===== src/rtl/clmf_ram.sv =====
`default_nettype none

module clmf_ram #(
	parameter int WIDTH = 8,
	parameter int DEPTH = 64
) (
	input  wire logic                     clk,
	input  wire logic                     we,
	input  wire logic [$clog2(DEPTH)-1:0] waddr,
	input  wire logic [WIDTH-1:0]         wdata,
	input  wire logic [$clog2(DEPTH)-1:0] raddr,
	output logic      [WIDTH-1:0]         rdata
);

	logic [WIDTH-1:0] mem [DEPTH];

	always_ff @(posedge clk) begin
		if (we) begin
			mem[waddr] <= wdata;
		end
		rdata <= mem[raddr];
	end

endmodule

`default_nettype wire


===== config.mk =====
export PLATFORM = sky130hd
export DESIGN_NAME = clmf_ram
export DESIGN_NICKNAME = d
export VERILOG_FILES = /design/src/rtl/clmf_ram.sv
export SDC_FILE = /design/constraint.sdc
export NUM_CORES = 1
export LEC_CHECK = 0
export ABC_CLOCK_PERIOD_IN_PS = 3000
export BUFFER_PORTS_ARGS = -buffer_cell sky130_fd_sc_hd__buf_2
export CORE_MARGIN = 2
export CORE_UTILIZATION = 45
export DETAILED_ROUTE_END_ITERATION = 12
export PLACE_DENSITY = 0.6
export SLEW_MARGIN = 5
export SYNTH_ARGS = -nofsm -noshare
export SYNTH_HDL_FRONTEND = slang
export SYNTH_SLANG_ARGS = --single-unit
export TNS_END_PERCENT = 5

===== constraint.sdc =====
create_clock -name clk -period 3 [get_ports clk]
set_input_delay 0.75 -clock clk [delete_from_list [all_inputs] [get_ports clk]]
set_output_delay 0.75 -clock clk [all_outputs]
set_load 0.01 [all_outputs]

==> results of run 1 <==
cell families after synthesis:
kind of cell           Yosys count  synth area share (%)
multiplexers                   162                  15.9
AO/OA/AOI/OAI                   54                  2.07
AND/OR/NAND/NOR                153                  3.39
buffers and inverters           51                  1.57
flip-flops                     520                  77.0
worst paths after layout:
kind	startpoint	to	slack, ps
worst min-delay path	raddr[5]	rdata[1]	610
worst max-delay path	raddr[0]	rdata[3]	530
worst min register to register	mem[31][6]	rdata[6]	810
worst max register to register	mem[28][4]	rdata[4]	750
per-layer routing:
| metal | share of wire (%) | up-vias |
|---|---|---|
| li1 | - | 4229 |
| met1 | 44 | 5232 |
| met2 | 48 | 336 |
| met3 | 6.5 | 68 |
| met4 | 2.2 | 2 |
| met5 | 0.017 | - |
area by class of cell:
class                      count  area (µm²)  share of cell area, %
tap                          592         741                   3.15
clock inverter                19         204                  0.869
sequential                   520       15500                   66.2
multi-input combinational    369        4320                   18.4
timing repair buffer         149        1250                   5.31
clock buffer                  74        1430                   6.11
antenna                        2        5.00                 0.0213
stage by stage:
stage          TNS [ps]  hold slack, ps  total power [µW]  utilization (%)  setup slack, ps
2_1_floorplan         0             718              8640                -              582
3_3_place_gp      -76.8             788              9030             49.4            -63.7
3_5_place_dp      -92.6             806              9040             49.4            -50.4
4_1_cts               0             572             15300             53.1              572
5_1_grt               0             613             15600             53.1              441
6_report              0             611             15100             53.1              525
sequential cells by signal (all words and copies together), names as in the netlist:
| signal | flops |
|---|---|
| mem | 512 |
| rdata | 8 |
cell usage in the layout, fill, tap and decap left out, types with 3 or more instances in the layout:
cell type and n:
o2bb2ai_1 3, edfxtp_1 512, buf_12 15, bufinv_16 4
nand2_1 19, a22oi_1 3, clkinv_2 5, nor2b_1 14
o2111ai_1 3, nand3b_1 3, mux2i_1 23, nand2b_1 7
buf_2 26, nand3_1 13, clkbuf_16 52, nor3_1 7
o221ai_1 8, nor2_1 83, clkbuf_8 6, a21oi_1 3
a211oi_1 4, a221oi_1 6, clkinv_1 7, clkbuf_1 17
mux2_2 13, buf_4 107, o22ai_1 8, dfxtp_1 8
mux4_2 126
power groups by stage:
stage          combinational [µW]  sequential, µW  clock [µW]
6_report                      804            8070        6270
3_3_place_gp                  806            8220           0
5_1_grt                       864            8070        6660
3_5_place_dp                  815            8230           0
2_1_floorplan                 429            8210           0
4_1_cts                       817            8070        6380
worst register-to-register path, stage by stage (launching register included):
cell      delay (ps)
edfxtp_1         360
mux4_2           470
mux2_2           280
o221a_2          280
nor3_1           560
o32ai_1          170
==> impl_metrics.toml, run 1 <==
[pwr]
p_sw_uw = 3120
internal_power_uw = 12000
p_leak_uw = 0.00755
power_frac_comb_pct = 5.3
p_per_area_nw_per_um2 = 645
p_sw_share_pct = 20.6
ir_worst_vdd_uv = 368
clockPowerShare_pct = 41.4
pwr-share-seq_pct = 53.3

[cts]
insertion_delay_ps = 590
clockBufferDepth = 3
ctsResizeCount = 0
cts_hold_buf = 0
cts_tree = "yes"
clk_pin_slew_ps = 60
cts.htree.levels = 2
cts-root-buf = "clkbuf_16"
clock_sinks = 520
numCtsBuffers = 51
cts_setup_buffers = 0

[timing]
finalMaxSlewViolations = 0
worstMarginPinSlew_ps = 1020
setup_viol = 0
hold_viol = 0
fin_worst_skew_ps = 21.5
period_minus_slack_ps = 2470
rsz0062_at_grt = "false"
fin_crit_sh_pct = 82.5
max_freq_ghz = 0.404
max-slew-margin-rel_pct = 32.2

[setup_path]
crit_family = "buffers and inverters"
critPathRequiredTime_ps = 3470
crit_type = "input port to register"
slowest_delay_ps = 660
crit_fanout = 17
crit_path_frequent_cell = "buf_12"
cpMaxStageDelayCell = "a2111oi_0"
end_kind = "register"
worstSetupPathDepth = 8
crit_chain = "clkbuf_8 > buf_12 > buf_12 > mux4_2 > nor2b_1 > a2111oi_0 > buf_4 > o41ai_1"
timing.critical_path.buf_inv = 4
worstPathArrival_ps = 2940
reg2regPathDepth = 5
startpoint_type = "input port"

[final_layout]
layout-drive-gt1-share_pct = 31.7
layout.cells.non_filler = 1725
final_cell_area_um2 = 23500
final_nets = 1113
area_growth_pct = 16.4
n_fill_cell = 3388

[yosys]
syn_area_um2 = 20200
yosys_warnings = 0
synthTopCellsByCount = "edfxtp_1 (512), mux4_2 (126), nor2_1 (83), mux2i_1 (23), nand2_1 (19)"
yosysMostFrequentCell = "edfxtp_1"
synth-edff-count = 512
ys_seq_area_share_pct = 77.0
yosys-top-cells-area = "edfxtp_1 (76%), mux4_2 (14%), nor2_1 (1.5%), mux2i_1 (1.1%), dfxtp_1 (0.79%)"
async_flop_share_pct = 0
syn_nets = 962
ys.flop_type = "edfxtp_1"
postSynthCellCount = 940
synth_seq_cells = 520
synthDistinctLibCells = 40
yosys.area.top_type = "edfxtp_1"
synth_top_area_share_pct = 76.2
synth_area_per_cell_um2 = 21.5

[detailed_routing]
dr.pass1.iters = 5
vias = 9867
drcViolationCount = 0
routedWlPerCell_um = 26.7
viasPerCell = 5.72
drt_iter0_markers = 1015
drt_wl_total_mm = 46.0
postRouteAntennaNets = 0

[global_routing]
grtUsageMet3_pct = 3.47
grt_pass1_vias = 10200
gr-total-overflow = 0
top_usage_layer = "met2"
antenna_found_initial = 4
use_met1_pct = 29.7
use_met2_pct = 32.2
grt_pass1_wl_mm = 69.0
grt_usage_pct = 20.5
grt_max_degree = 65

[floorplanning]
io_pins = 30
dieArea_um2 = 46500
core-area_um2 = 44200
die_h_um = 216
start_util_pct = 45.6
die_x_um = 216
rows = 77

[run]
maxCapViolations = 0

[placement]
dpl-instance-area_um2 = 21800
place.gp.congestion = 0.806
numPortBuffers = 29
dp_hpwl_mm = 29.2
placedCellCount = 1630

[hold_path]
hold_class = "input port to register"
holdPathStages = 3

[status]
status = "finished, final reports clean"
(Power assumes the default switching activity.)
==> inputs of run 2 (changes only) <==
ABC_CLOCK_PERIOD_IN_PS = 2400   (was 3000)
clock period = 2.4 ns   (was 3 ns; I/O delays follow)
==> run 2 against run 1 <==
  * Final cell count increased by 1.3%
  * Register-to-register slack got worse by 420 ps
  * Die area stayed put
  * Hold slack lost 170 ps
  * First-iteration DRC count down 3.2%
  * Highest routed layer unchanged
  * Total power up 23%
  * Via count grew 0.37%
  * Flip-flop and latch count unchanged
  * Sequential power rose by 25%
  * Core utilization grew 0.31 points
  * Largest cell class unchanged
==> impl_metrics.toml, run 2 (synthesized netlist as in run 1, its figures left out) <==
[cts]
cts.htree.levels = 2
clk_pin_slew_ps = 60
clock_sinks = 520
cts_tree = "yes"
numCtsBuffers = 51
insertion_delay_ps = 590
cts-root-buf = "clkbuf_16"
clockBufferDepth = 3

[detailed_routing]
drt_iter0_markers = 983
vias = 9904
dr.pass1.iters = 5
postRouteAntennaNets = 0
drt_wl_total_mm = 46.0
routedWlPerCell_um = 26.3
viasPerCell = 5.67
drcViolationCount = 0

[setup_path]
end_kind = "register"
timing.rr.end = "rdata[4]"
worstPathArrival_ps = 2530
r2r_start = "mem[21][4]"
reg2regPathDepth = 5
crit_fanout = 1
crit_type = "register to register"
startpoint_type = "register"
critPathRequiredTime_ps = 2860
ff2ff_setup_slack_ps = 330

[pwr]
p_leak_uw = 0.00765
ir_worst_vdd_uv = 584
p_per_area_nw_per_um2 = 790

[status]
status = "finished, final reports clean"

[final_layout]
final_common_cell = "edfxtp_1"
top_register = "mem"
largest_reg_flops = 512
fin_util_pct = 53.4
final_cell_mix = "edfxtp_1 (512), buf_4 (131), mux4_2 (126)"
area_growth_pct = 17.1
top_regs = "mem (512), rdata (8)"
final_nets = 1139
layout-drive-gt1-share_pct = 33.3

[hold_path]
hold_class = "input port to register"
hold_start = "raddr[5]"
holdPathStages = 3
holdPathEnd = "rdata[0]"

[timing]
period_minus_slack_ps = 2070
fin_crit_sh_pct = 86.2
fin_worst_skew_ps = 20.5
worstMarginPinSlew_ps = 876
setup-tns-final_ps = 0
finalMaxSlewViolations = 0
rsz0062_at_grt = "false"
setup_viol = 0
hold_viol = 0
max-slew-margin-rel_pct = 41.6
max_freq_ghz = 0.484
hold_ws_ps = 440

[floorplanning]
die_h_um = 216
dieArea_um2 = 46500
die_x_um = 216
core-area_um2 = 44200
rows = 77
io_pins = 30
start_util_pct = 45.6

[global_routing]
antenna_found_initial = 3
use_met2_pct = 32.4
top_usage_layer = "met2"
gr-total-overflow = 0
grt_max_degree = 65
grtUsageMet3_pct = 3.34
grt_usage_pct = 20.4
grt_pass1_vias = 10200
grt_pass1_wl_mm = 68.2
use_met1_pct = 29.1

[placement]
numPortBuffers = 29
place.gp.congestion = 0.798
dp_hpwl_mm = 29.2

[run]
maxCapViolations = 0
==> run 2: what timing repair did <==
item                       CTS  global route
hold buffers                 0             0
buffers inserted             0             0
cloned                       0             0
setup endpoints to repair    1             1
resized for setup            1             1
==> run 2: critical path, cell delays in order (launching register included) <==
cell and delay (ps):
edfxtp_1 350, mux4_2 470, mux2_2 290, o221a_2 270
nor3_1 410, o32ai_1 140
==> run 2: report_power, final <==
| group | switching, µW | internal (µW) | leakage (µW) |
|---|---|---|---|
| Clock | 3230 | 4300 | 0.000758 |
| Sequential | 37.8 | 10100 | 0.00467 |
| Combinational | 596 | 442 | 0.00222 |
| Total | 3860 | 14800 | 0.00765 |
==> run 2: worst max-delay path by stage <==
stage	cells after the start	slack, ps	start	endpoint
3_5_place_dp	7	-570	raddr[0]	rdata[3]
2_1_floorplan	7	130	raddr[1]	rdata[3]
4_1_cts	7	110	raddr[0]	rdata[3]
5_1_grt	7	130	raddr[0]	rdata[5]
6_report	5	330	mem[21][4]	rdata[4]
3_3_place_gp	7	-620	raddr[0]	rdata[3]
==> run 2: final cells by class <==
type | instances | area (µm²)
Fill cell | 3344 | 20600
Sequential cell | 520 | 15500
Multi-Input combinational cell | 369 | 4320
Timing Repair Buffer | 175 | 1470
Clock buffer | 60 | 1310
Tap cell | 592 | 741
Clock inverter | 30 | 241
Antenna cell | 1 | 2.50
==> run 2: metal layers <==
| metal | up-vias | routed length (µm) | share of wire [%] |
|---|---|---|---|
| li1 | 4282 | - | - |
| met1 | 5251 | 20200 | 44 |
| met2 | 309 | 22000 | 48 |
| met3 | 60 | 2600 | 5.6 |
| met4 | 2 | 1140 | 2.5 |
| met5 | - | 10 | 0.022 |
==> run 2: through the flow <==
step           setup slack [ps]  instances  power (µW)  cell area (µm²)
2_1_floorplan               132        940       10800            20200
3_3_place_gp               -624       1656       11300            22100
3_5_place_dp               -568       1656       11300            22100
4_1_cts                     115       1746       18800            23600
5_1_grt                     125       1746       19200            23600
6_report                    332       1747       18700            23600
