### src/rtl/clmf_pkg.sv
`default_nettype none

package clmf_pkg;

	localparam int MAX_HITS  = 64;
	localparam int IDX_W     = $clog2(MAX_HITS);
	localparam int CNT_W     = $clog2(MAX_HITS + 1);

	localparam int ENERGY_W  = 24;
	localparam int SECTOR_W  = 8;
	localparam int COORD_W   = 18;
	localparam int LIMXY_W   = 17;
	localparam int CROSS_W   = 18;
	localparam int INDEX_W   = 6;

	localparam int SQ_W      = 2 * COORD_W;
	localparam int ACC_W     = SQ_W + 2;

	localparam int CFG_IDX_W  = 3;
	localparam int CFG_DATA_W = 24;

	// register indexes
	localparam logic [CFG_IDX_W-1:0] REG_CENTER_THR  = 3'd0;
	localparam logic [CFG_IDX_W-1:0] REG_LOCAL_X     = 3'd1;
	localparam logic [CFG_IDX_W-1:0] REG_LOCAL_Y     = 3'd2;
	localparam logic [CFG_IDX_W-1:0] REG_CROSS_LIMIT = 3'd3;
	localparam logic [CFG_IDX_W-1:0] REG_GLOBAL_MODE = 3'd4;

	typedef logic [INDEX_W-1:0] index_t;

	// one stored hit, coordinates as raw two's complement bits
	typedef struct packed {
		logic [ENERGY_W-1:0] energy;
		logic [SECTOR_W-1:0] sector;
		logic [COORD_W-1:0]  local_x;
		logic [COORD_W-1:0]  local_y;
		logic [COORD_W-1:0]  global_x;
		logic [COORD_W-1:0]  global_y;
		logic [COORD_W-1:0]  global_z;
	} hit_t;

	localparam int HIT_W = $bits(hit_t);

	typedef struct packed {
		logic [ENERGY_W-1:0] center_threshold;
		logic [LIMXY_W-1:0]  local_limit_x;
		logic [LIMXY_W-1:0]  local_limit_y;
		logic [CROSS_W-1:0]  cross_sector_limit;
		logic                global_mode;
	} cfg_t;

	typedef struct packed {
		logic done;
		logic kill;
	} pair_rsp_t;

endpackage

`default_nettype wire

### src/rtl/clmf_pair_unit.sv
`default_nettype none

// Decides whether hit b is a higher-energy neighbor of hit a.
// Cross-sector distance runs through one 18x18 squarer, one term per cycle.
module clmf_pair_unit (
	input  wire logic              clk,
	input  wire logic              arst_n,
	input  wire logic              start,
	input  wire clmf_pkg::hit_t    hit_a,
	input  wire clmf_pkg::hit_t    hit_b,
	input  wire clmf_pkg::cfg_t    cfg,
	output clmf_pkg::pair_rsp_t    rsp
);

	localparam logic [1:0] P_IDLE = 2'd0;
	localparam logic [1:0] P_EVAL = 2'd1;
	localparam logic [1:0] P_MUL  = 2'd2;

	localparam logic [2:0] STEP_LIM  = 3'd3;
	localparam logic [2:0] STEP_LAST = 3'd4;

	function automatic logic [clmf_pkg::COORD_W-1:0] abs_diff(
		input logic [clmf_pkg::COORD_W-1:0] a,
		input logic [clmf_pkg::COORD_W-1:0] b
	);
		logic [clmf_pkg::COORD_W:0] d;
		d = {a[clmf_pkg::COORD_W-1], a} - {b[clmf_pkg::COORD_W-1], b};
		if (d[clmf_pkg::COORD_W]) begin
			d = -d;
		end
		return d[clmf_pkg::COORD_W-1:0];
	endfunction

	logic [1:0]                      state_q;
	logic [2:0]                      step_q;
	logic                            greater_q;
	logic                            same_q;
	logic [clmf_pkg::COORD_W-1:0]    dlx_q, dly_q, dx_q, dy_q, dz_q;
	logic [clmf_pkg::SQ_W-1:0]       mul_q;
	logic [clmf_pkg::ACC_W-1:0]      acc_q;
	logic [clmf_pkg::COORD_W-1:0]    op;
	logic                            local_hit;

	assign local_hit = (dlx_q <= {1'b0, cfg.local_limit_x}) &&
	                   (dly_q <= {1'b0, cfg.local_limit_y});

	always_comb begin
		case (step_q)
			3'd0:    op = dx_q;
			3'd1:    op = dy_q;
			3'd2:    op = dz_q;
			default: op = clmf_pkg::COORD_W'(cfg.cross_sector_limit);
		endcase
	end

	always_comb begin
		rsp = '0;
		case (state_q)
			P_EVAL: begin
				if (!greater_q) begin
					rsp.done = 1'b1;
				end else if (same_q) begin
					rsp.done = 1'b1;
					rsp.kill = local_hit;
				end
			end
			P_MUL: begin
				if (step_q == STEP_LAST) begin
					rsp.done = 1'b1;
					rsp.kill = (acc_q <= clmf_pkg::ACC_W'(mul_q));
				end
			end
			default: rsp = '0;
		endcase
	end

	always_ff @(posedge clk or negedge arst_n) begin
		if (!arst_n) begin
			state_q <= P_IDLE;
			step_q  <= '0;
		end else begin
			case (state_q)
				P_IDLE: begin
					if (start) begin
						state_q <= P_EVAL;
					end
				end
				P_EVAL: begin
					step_q <= '0;
					if (!greater_q || same_q) begin
						state_q <= P_IDLE;
					end else begin
						state_q <= P_MUL;
					end
				end
				P_MUL: begin
					if (step_q == STEP_LAST) begin
						state_q <= P_IDLE;
					end else begin
						step_q <= step_q + 3'd1;
					end
				end
				default: state_q <= P_IDLE;
			endcase
		end
	end

	// datapath
	always_ff @(posedge clk) begin
		if (state_q == P_IDLE && start) begin
			greater_q <= hit_b.energy > hit_a.energy;
			same_q    <= hit_b.sector == hit_a.sector;
			dlx_q     <= abs_diff(hit_a.local_x, hit_b.local_x);
			dly_q     <= abs_diff(hit_a.local_y, hit_b.local_y);
			dx_q      <= abs_diff(hit_a.global_x, hit_b.global_x);
			dy_q      <= abs_diff(hit_a.global_y, hit_b.global_y);
			dz_q      <= abs_diff(hit_a.global_z, hit_b.global_z);
		end
		if (state_q == P_EVAL) begin
			acc_q <= '0;
		end
		if (state_q == P_MUL) begin
			if (step_q <= STEP_LIM) begin
				mul_q <= clmf_pkg::SQ_W'(op) * clmf_pkg::SQ_W'(op);
			end
			// add the previous square; lim squared stays in mul_q for the compare
			if (step_q != 3'd0 && step_q <= STEP_LIM) begin
				acc_q <= acc_q + clmf_pkg::ACC_W'(mul_q);
			end
		end
	end

endmodule

`default_nettype wire

### config.mk
export PLATFORM = sky130hd
export DESIGN_NAME = clmf_pair_unit
export DESIGN_NICKNAME = d
export VERILOG_FILES = /design/src/rtl/clmf_pkg.sv /design/src/rtl/clmf_pair_unit.sv
export SDC_FILE = /design/constraint.sdc
export NUM_CORES = 1
export LEC_CHECK = 0
export BUFFER_PORTS_ARGS = -buffer_cell sky130_fd_sc_hd__buf_2
export CORE_MARGIN = 10
export CORE_UTILIZATION = 46
export CTS_CLUSTER_DIAMETER = 120
export DETAILED_ROUTE_END_ITERATION = 8
export PLACE_DENSITY = 0.68
export REMOVE_ABC_BUFFERS = 1
export SYNTH_ARGS = -nofsm -noshare
export SYNTH_HDL_FRONTEND = slang
export SYNTH_SLANG_ARGS = --single-unit
### constraint.sdc
create_clock -name clk -period 8.2 [get_ports clk]
set_input_delay 0 -clock clk [delete_from_list [all_inputs] [get_ports clk]]
set_output_delay 0 -clock clk [all_outputs]
set_load 0.02 [all_outputs]
==> results of run 1 <==
## registers in the layout, indices dropped and copies added, names as in the netlist
name,cells
dy_q,18
dz_q,18
acc_q,38
state_q,2
dlx_q,18
greater_q,1
mul_q,35
dx_q,18
step_q,3
same_q,1
dly_q,18
## per-layer routing
metal	vias to the layer above	wire length, um	global-route usage [%]
met2	495	30880	32.58
met5	-	102	0
met1	9936	29080	25.10
met3	96	3483	4.351
met4	18	1486	5.538
li1	10710	-	-
## cell usage after synthesis (all sizes together), types with 6 or more instances
library cell  count
nor2            254
o21bai           26
a21oi           165
a2111oi          11
edfxtp          127
and3             15
dfxtp            38
and2             15
nand3            56
o31ai            17
clkbuf           65
or4               7
ha              342
nand2b           22
or2              11
a21o             56
nand2           190
nor2b            38
nor3             38
fa              227
inv             595
xor2             56
nand4            27
a31oi            41
or3              19
nor4             12
a211o             6
o211ai           13
a211oi           12
a221oi           11
o31a              8
xnor2           162
o41ai            12
and4              6
o21ai           121
a31o             21
a22oi            20
buf               6
o21a             32
## cell type report
type	count	area [um2]	area share, %
diodes	2	5.005	0.01715
clock buffers	18	429.2	1.470
clock inverters	13	122.6	0.4201
inverters	597	2241	7.678
multi-input cells	2163	18590	63.71
flip-flops and latches	170	4701	16.11
well taps	748	935.9	3.207
repair buffers	377	2157	7.391
## cell families (layout without fill, tap and decap cells)
kind of cell / count (synthesis) / in the layout / synth area share, %
AND/OR/NAND/NOR: 737 / 737 / 13.56
buffers and inverters: 668 / 1005 / 9.782
AO/OA/AOI/OAI: 631 / 631 / 16.30
adder cells (fa/ha/maj): 569 / 569 / 34.30
XOR/XNOR: 218 / 218 / 7.452
flip-flops: 170 / 170 / 18.27
multiplexers: 8 / 8 / 0.3307
other: 0 / 2 / 0
## critical path, delay by kind of cell, from the launching register on
kind                     cells  cell delay, ps
XOR/XNOR                     1              90
flip-flops                   1             410
adder cells (fa/ha/maj)      8            3760
AO/OA/AOI/OAI                7            1350
AND/OR/NAND/NOR              6            1240
buffers and inverters        6             670
## timing repair
action,CTS,global route
hold buffers,13,0
endpoints found under the hold margin,13,0
buffers inserted,0,7
setup endpoints to repair,0,10
gates resized for setup,0,24
## stage by stage
stage | TNS [ps] | hold WS, ps | cells
2_1_floorplan | -4606 | -295.6 | 2930
3_3_place_gp | 0 | -174.7 | 4033
3_5_place_dp | 0 | -174.2 | 4033
4_1_cts | 0 | 1.646 | 4077
5_1_grt | -16.69 | 42.52 | 4087
6_report | 0 | 47.88 | 4088
## worst paths after layout
path	from	to	slack [ps]	depth (start not counted)
worst max register to register	step_q[1]	mul_q[35]	370	28
worst max-delay path	step_q[1]	mul_q[35]	370	28
worst min-delay path	hit_a[36]	dx_q[0]	50	4
max in group asynchronous	arst_n	step_q[0]	7520	3
worst min register to register	acc_q[4]	acc_q[4]	490	2
min in group asynchronous	arst_n	step_q[1]	460	3
==> metrics.csv, run 1 <==
stage,metric,value,unit
grt,grt_pass1_wl,105.8,mm
logic_synthesis,synth_edf_count,127,
place,dp_slack,187.5,ps
final_layout,drive_gt1_share,13.81,%
grt,grt_pass1_vias,21040,
route,final_antenna_net_count,0,
floorplan,dieArea,65780,um2
floorplan,start_util,46.60,%
setup_path,cpMaxStageDelayCell,fa_1,
clock_tree,htree_num_levels,4,
route,drtIter0Drc,1305,
clock_tree,cts_tree,built,
sta,finClkSkew,12.25,ps
sta,finalSetupViolCount,0,
sta,worst_pin_slew,1161,ps
logic_synthesis,synth_area_leaders,"fa_1, ha_1, edfxtp_1",
sta,slew_headroom,20.41,%
route,via_per_inst,5.200,
grt,grt_usage,19.57,%
clock_tree,clk_pin_slew,70,ps
floorplan,io_pins,326,
hold_path,hp-class,in2reg,
sta,maxSlewViolCount,0,
setup_path,worstSetupEndpointType,flip-flop,
final_layout,utilization,52.87,%
logic_synthesis,syn_area,25720,um2
sta,fin_crit_sh,95.44,%
logic_synthesis,synth_warnings,0,
logic_synthesis,seq_area_frac_synth,18.27,%
floorplan,fp-row-count,86,
final_layout,final_common_cell,inv_1,
route,first_pass_iters,7,
setup_path,worstSetupStartpointType,flip-flop,
logic_synthesis,async_flop_share,2.941,%
grt,overflow,0,
clock_tree,worstSkewPairLatency,500,ps
clock_tree,clkSinkCount,170,
grt,antenna_found_initial,13,
final_layout,syn2layout_area_growth,13.46,%
route,drc,0,
place,place_congestion,0.9277,
place,dpl_cell_area,28310,um2
logic_synthesis,ys_ff_latch,170,
setup_path,worst-endpoint-arrival,8070,ps
setup_path,critical_path_class,reg2reg,
sta,timing.fmax,127.8,MHz
logic_synthesis,yosysTopAreaCell,fa_1,
grt,grt_max_degree,73,
logic_synthesis,synth_cells,3001,
setup_path,critPathMaxStageDelay,600,ps
setup_path,crit_required,8440,ps
final_layout,fillers,5229,
logic_synthesis,avgSynthCellArea,8.572,um2
place,hpwl,55.20,mm
status,outcome,finished clean,
setup_path,cp_max_fo,20,
route,totalWireLength,65.04,mm
final_layout,final_area,29190,um2
sta,finalHoldViolCount,0,
clock_tree,cts_max_path_buffers,2,
sta,min_period,7826,ps
floorplan,die_w,256.5,um
final_layout,layout_common_cells,"inv_1, ha_1, buf_2",
setup_path,crit_top_cell,fa_1,
clock_tree,cts_made_buffers,17,
route,vias,21260,
route,post_drt_wl_per_cell,15.91,um
clock_tree,cts-root-buf,clkbuf_16,
floorplan,die_h,256.5,um
logic_synthesis,synthFlopType,edfxtp_1,
final_layout,nets,4219,
place,port_buffers,300,
floorplan,fp.coreArea,55200,um2
sta,worst_slack,373.9,ps
logic_synthesis,synth_top_area_share,17.67,%
run,maxCapViolations,0,
logic_synthesis,ys_types,95,
Power of run 1 is not shown: default switching activity piles up to over one toggle a cycle in this logic, so the estimate is an artifact.
==> inputs of run 2 (changes only) <==
Settings changed: GPL_TIMING_DRIVEN from default to 0.
==> metrics.csv, run 2 (same netlist as run 1, synthesis figures left out) <==
stage,metric,value,unit,change
setup_path,worstSetupEndpointType,flip-flop,,unchanged
route,via_per_inst,5.255,,was 5.200
final_layout,largest_register_ffs,38,,unchanged
sta,maxSlewViolCount,0,,unchanged
floorplan,die_h,256.5,um,unchanged
clock_tree,cts_tree,built,,unchanged
grt,overflow,0,,unchanged
sta,finClkSkew,13.55,ps,was 12.25 ps
final_layout,fin_cells,4087,,"was 4,088"
grt,grt_pass1_vias,21300,,was 21.04k
floorplan,io_pins,326,,unchanged
sta,worst_pin_slew,1233,ps,was 1161 ps
route,drc,0,,unchanged
place,place_congestion,0.9102,,was 0.9277
clock_tree,clk_pin_slew,70,ps,about the same
status,outcome,finished clean,,unchanged
final_layout,nets,4217,,"was 4,219"
place,hpwl,53.84,mm,was 55.20 mm
setup_path,worstSetupStartpointType,flip-flop,,unchanged
sta,min_period,7978,ps,was 7826 ps
place,placed_cells,3983,,"was 4,033"
route,final_antenna_net_count,0,,unchanged
route,totalWireLength,66.62,mm,was 65.04 mm
route,vias,21480,,was 21.26k
grt,antenna_found_initial,7,,was 13
setup_path,critPathMaxStageDelay,540,ps,was 600 ps
route,post_drt_wl_per_cell,16.30,um,was 15.91 um
sta,hold_ws,34.65,ps,was 47.88 ps
floorplan,fp-row-count,86,,unchanged
floorplan,fp.coreArea,55200,um2,unchanged
clock_tree,htree_num_levels,4,,unchanged
clock_tree,cts_made_buffers,17,,unchanged
route,first_pass_iters,8,,was 7
setup_path,cp_max_fo,22,,was 20
sta,finalSetupViolCount,0,,unchanged
run,maxCapViolations,0,,unchanged
final_layout,syn2layout_area_growth,14.92,%,was 13.46%
route,drtIter0Drc,1290,,"was 1,305"
floorplan,dieArea,65780,um2,unchanged
clock_tree,clkSinkCount,170,,unchanged
clock_tree,worstSkewPairLatency,490,ps,was 500 ps
grt,grt_pass1_wl,106.6,mm,was 105.8 mm
sta,fin_crit_sh,97.29,%,was 95.44%
setup_path,cpMaxStageDelayCell,fa_1,,unchanged
setup_path,crit_required,8440,ps,about the same
clock_tree,cts_max_path_buffers,2,,unchanged
setup_path,critical_path_class,reg2reg,,unchanged
final_layout,drive_gt1_share,14.87,%,was 13.81%
final_layout,largest_registers,"acc_q (38), mul_q (35)",,unchanged
final_layout,final_common_cell,inv_1,,unchanged
final_layout,top_register,acc_q,,unchanged
sta,rsz0062_at_grt,true,,
final_layout,multi_input_area,18940,um2,"was 18,590 um2"
final_layout,layout_common_cells,"inv_1, ha_1, buf_2",,unchanged
final_layout,fillers,5108,,"was 5,229"
floorplan,die_w,256.5,um,unchanged
grt,grt_usage,19.73,%,was 19.57%
final_layout,seq_area,4702,um2,was 4701 um2
sta,finalHoldViolCount,0,,unchanged
setup_path,worst-endpoint-arrival,8220,ps,was 8070 ps
place,port_buffers,300,,unchanged
clock_tree,cts-root-buf,clkbuf_16,,unchanged
grt,grt_max_degree,72,,was 73
sta,slew_headroom,17.72,%,was 20.41%
hold_path,hp-class,in2reg,,unchanged
floorplan,start_util,46.60,%,unchanged
sta,totalNegativeSetupSlack,0,ps,unchanged
sta,timing.fmax,125.3,MHz,was 127.8 MHz
## run 2: cell count changes in the layout (fill, tap and decap cells not counted), sizes merged, moves of 2 or more
| cell | delta |
|---|---|
| inv | -5 |
| clkbuf | -2 |
| buf | -4 |
| nor2b | +2 |
| clkinv | -3 |
| or3 | +3 |
| clkinvlp | +8 |
## run 2: timing repair
action | 4_1_cts | 5_1_grt
buffers inserted | 19 | 34
gates cloned | 3 | 2
hold endpoints to repair | 13 | 0
endpoints found under the setup margin | 27 | 11
pin swaps | 5 | 15
hold buffers | 12 | 0
gates resized for setup | 44 | 37
## run 2: critical path, delay by kind of cell, from the launching register on
kind	cells	cell delay, ps
xor+xnor	1	90
compound gates	8	1660
simple gates	4	1060
buf+inv	9	1010
flops	1	390
fa+ha+maj	8	3480
## run 2: metal layers
layer	global-route usage [%]	part of all wire, %	routed length (um)
met4	6.113	2.5	1668
met3	3.595	5.3	3551
met2	33.04	48	32100
met1	25.45	44	29220
met5	0	0.11	73
## run 2: final timing paths
path,from,to,slack [ps],depth (start not counted)
min in group asynchronous,arst_n,state_q[0],440,3
min,hit_a[36],dx_q[0],30,4
max in group asynchronous,arst_n,step_q[2],7540,3
max reg2reg,step_q[1],mul_q[19],220,30
min reg2reg,acc_q[25],acc_q[25],490,2
max,step_q[1],mul_q[19],220,30
## run 2: layout make-up
type                            instances  share of cell area, %
Inverter                              597                  7.695
Clock inverter                         14                 0.4952
Timing Repair Buffer                  370                  7.199
Clock buffer                           17                  1.439
Multi-Input combinational cell       2168                  64.07
Sequential cell                       170                  15.91
Antenna cell                            3                0.02539
Tap cell                              748                  3.166
## run 2: stage by stage
stage          area, um2  utilization [%]  setup WS (ps)
2_1_floorplan      25450                -         -542.6
3_3_place_gp       27890            50.52          -3178
3_5_place_dp       28000            50.72          -2282
4_1_cts            29110            52.73         -15.75
5_1_grt            29560            53.55         -75.63
6_report           29560            53.55          222.2
Power of run 2 is left out for the same reason.
==> inputs of run 3 (changes only) <==
Settings changed: CAP_MARGIN from default to 20, CORE_UTILIZATION 46 to 55, PLACE_DENSITY 0.68 to 0.86.
==> metrics.csv, run 3 (same netlist as run 1, synthesis figures left out) <==
stage,metric,value,unit,change
status,outcome,finished clean,,unchanged
grt,grt_usage,24.09,%,was 19.73%
sta,timing.fmax,124.5,MHz,was 125.3 MHz
final_layout,layout_common_cells,"inv_1, ha_1, buf_2",,unchanged
sta,rsz0062_at_grt,true,,unchanged
floorplan,dieArea,55820,um2,"was 65,780 um2"
hold_path,min_path_cells,4,,unchanged
grt,antenna_found_initial,10,,was 7
clock_tree,worstSkewPairLatency,450,ps,was 490 ps
sta,worst_slack,170.0,ps,was 222.2 ps
setup_path,r2r-end,mul_q[34],,was mul_q[19]
sta,finalHoldViolCount,0,,unchanged
setup_path,worst-endpoint-arrival,8220,ps,about the same
clock_tree,cts_made_buffers,17,,unchanged
route,drc,0,,unchanged
final_layout,largest_registers,"acc_q (38), mul_q (35)",,unchanged
setup_path,critical_path_class,reg2reg,,unchanged
sta,slew_headroom,46.52,%,was 17.72%
final_layout,largest_register_ffs,38,,unchanged
sta,worst_pin_slew,791.0,ps,was 1233 ps
clock_tree,clk_pin_slew,70,ps,about the same
floorplan,io_pins,326,,unchanged
place,dp_slack,-2331,ps,was -2282 ps
sta,finalSetupViolCount,0,,unchanged
setup_path,critPathMaxStageDelay,540,ps,about the same
grt,grt_pass1_wl,112.1,mm,was 106.6 mm
route,final_antenna_net_count,0,,unchanged
clock_tree,cts_tree,built,,unchanged
setup_path,worstSetupEndpointType,flip-flop,,unchanged
hold_path,holdPathEnd,same_q,,was dx_q[0]
place,dpl_cell_area,27860,um2,"was 28,000 um2"
sta,maxSlewViolCount,0,,unchanged
grt,grt_max_degree,74,,was 72
final_layout,syn2layout_area_growth,14.96,%,was 14.92%
route,vias,22960,,was 21.48k
sta,finClkSkew,15.54,ps,was 13.55 ps
route,first_pass_iters,5,,was 8
floorplan,fp-row-count,79,,was 86
clock_tree,htree_num_levels,4,,unchanged
clock_tree,cts_max_path_buffers,2,,unchanged
floorplan,die_h,236.3,um,was 256.5 um
route,totalWireLength,70.86,mm,was 66.62 mm
route,via_per_inst,5.813,,was 5.255
final_layout,utilization,63.79,%,was 53.55%
setup_path,cpMaxStageDelayCell,fa_1,,unchanged
setup_path,cp_max_fo,24,,was 22
route,drtIter0Drc,1953,,"was 1,290"
floorplan,fp.coreArea,46360,um2,"was 55,200 um2"
floorplan,start_util,55.49,%,was 46.60%
place,place_congestion,0.9226,,was 0.9102
setup_path,r2r_cells,31,,was 30
hold_path,hp-class,in2reg,,unchanged
sta,min_period,8030,ps,was 7978 ps
sta,fin_crit_sh,97.93,%,was 97.29%
run,maxCapViolations,0,,unchanged
setup_path,path_buf_inv,10,,was 9
setup_path,crit_family,adder cells,,unchanged
setup_path,reg2reg_from,step_q[1],,unchanged
final_layout,final_common_cell,inv_1,,unchanged
setup_path,rrSetupSlack,170,ps,was 220 ps
final_layout,final_area,29570,um2,"was 29,560 um2"
final_layout,fillers,3474,,"was 5,108"
grt,grt_pass1_vias,23170,,was 21.30k
hold_path,hp-start,hit_b[93],,was hit_a[36]
clock_tree,cts-root-buf,clkbuf_16,,unchanged
route,post_drt_wl_per_cell,17.94,um,was 16.30 um
setup_path,worstSetupStartpointType,flip-flop,,unchanged
floorplan,die_w,236.3,um,was 256.5 um
final_layout,drive_gt1_share,15.40,%,was 14.87%
place,port_buffers,300,,unchanged
final_layout,nets,4218,,"was 4,217"
setup_path,crit_required,8390,ps,was 8440 ps
grt,overflow,0,,unchanged
final_layout,top_register,acc_q,,unchanged
place,hpwl,52.37,mm,was 53.84 mm
setup_path,crit_top_cell,inv_1,,
clock_tree,clkSinkCount,170,,unchanged
-- run 3: cell types whose count changed in the layout (fill, tap and decap cells not counted), sizes merged --
cell         change
buf              +5
bufinv           +1
clkinv           -1
clkinvlp         -1
diode            +2
dlygate4sd3      -5
inv              +2
nor2b            -1
or3              +2
-- run 3: how the worst max path moves through the flow --
| stage | startpoint | to | depth (start not counted) |
|---|---|---|---|
| floorplan | step_q[0] | mul_q[35] | 27 |
| global placement | step_q[0] | mul_q[35] | 31 |
| detailed placement | step_q[0] | mul_q[35] | 29 |
| CTS | step_q[1] | mul_q[35] | 29 |
| global route | step_q[1] | mul_q[34] | 30 |
| finish | step_q[1] | mul_q[34] | 31 |
-- run 3: worst reg2reg max path, delay by kind of cell (launching register included) --
family | cells | cell delay [ps]
AND/OR/NAND/NOR | 6 | 910
AO/OA/AOI/OAI | 6 | 1610
flip-flops | 1 | 440
XOR/XNOR | 1 | 160
buffers and inverters | 10 | 1050
adder cells (fa/ha/maj) | 8 | 3590
-- run 3: through the flow --
| stage | std cells | TNS, ps | hold slack, ps |
|---|---|---|---|
| after detailed placement | 3847 | -37070 | -171.6 |
| after global placement | 3837 | -57230 | -180.9 |
| after floorplan | 2930 | -4606 | -295.6 |
| after global routing | 3947 | -332.8 | 22.49 |
| final | 3950 | 0 | 11.38 |
| after CTS | 3917 | 0 | 2.977 |
-- run 3: repair_timing --
action                                 in CTS  in global routing
setup endpoints to repair                  26                 12
endpoints found under the hold margin       9                  0
gates cloned                                4                  2
setup buffers                              27                 21
resized for setup                          52                 55
pin swaps                                   9                 20
hold buffers                                7                  0
-- run 3: area by class of cell --
| cell class | instances | area (um2) | area share, % |
|---|---|---|---|
| Sequential cell | 170 | 4701 | 15.90 |
| Timing Repair Buffer | 370 | 2197 | 7.430 |
| Antenna cell | 5 | 12.51 | 0.04231 |
| Tap cell | 607 | 759.5 | 2.568 |
| Clock buffer | 17 | 425.4 | 1.439 |
| Inverter | 597 | 2275 | 7.692 |
| Clock inverter | 15 | 185.2 | 0.6262 |
| Multi-Input combinational cell | 2169 | 19020 | 64.31 |
-- run 3: metal layers --
metal	part of all wire, %	vias up	GRT usage (%)
met5	0.12	-	0
met4	5.6	14	11.02
met3	8.3	315	5.079
met2	49	1167	41.52
met1	37	10730	28.24
li1	-	10730	-
Power of run 3 is left out for the same reason.
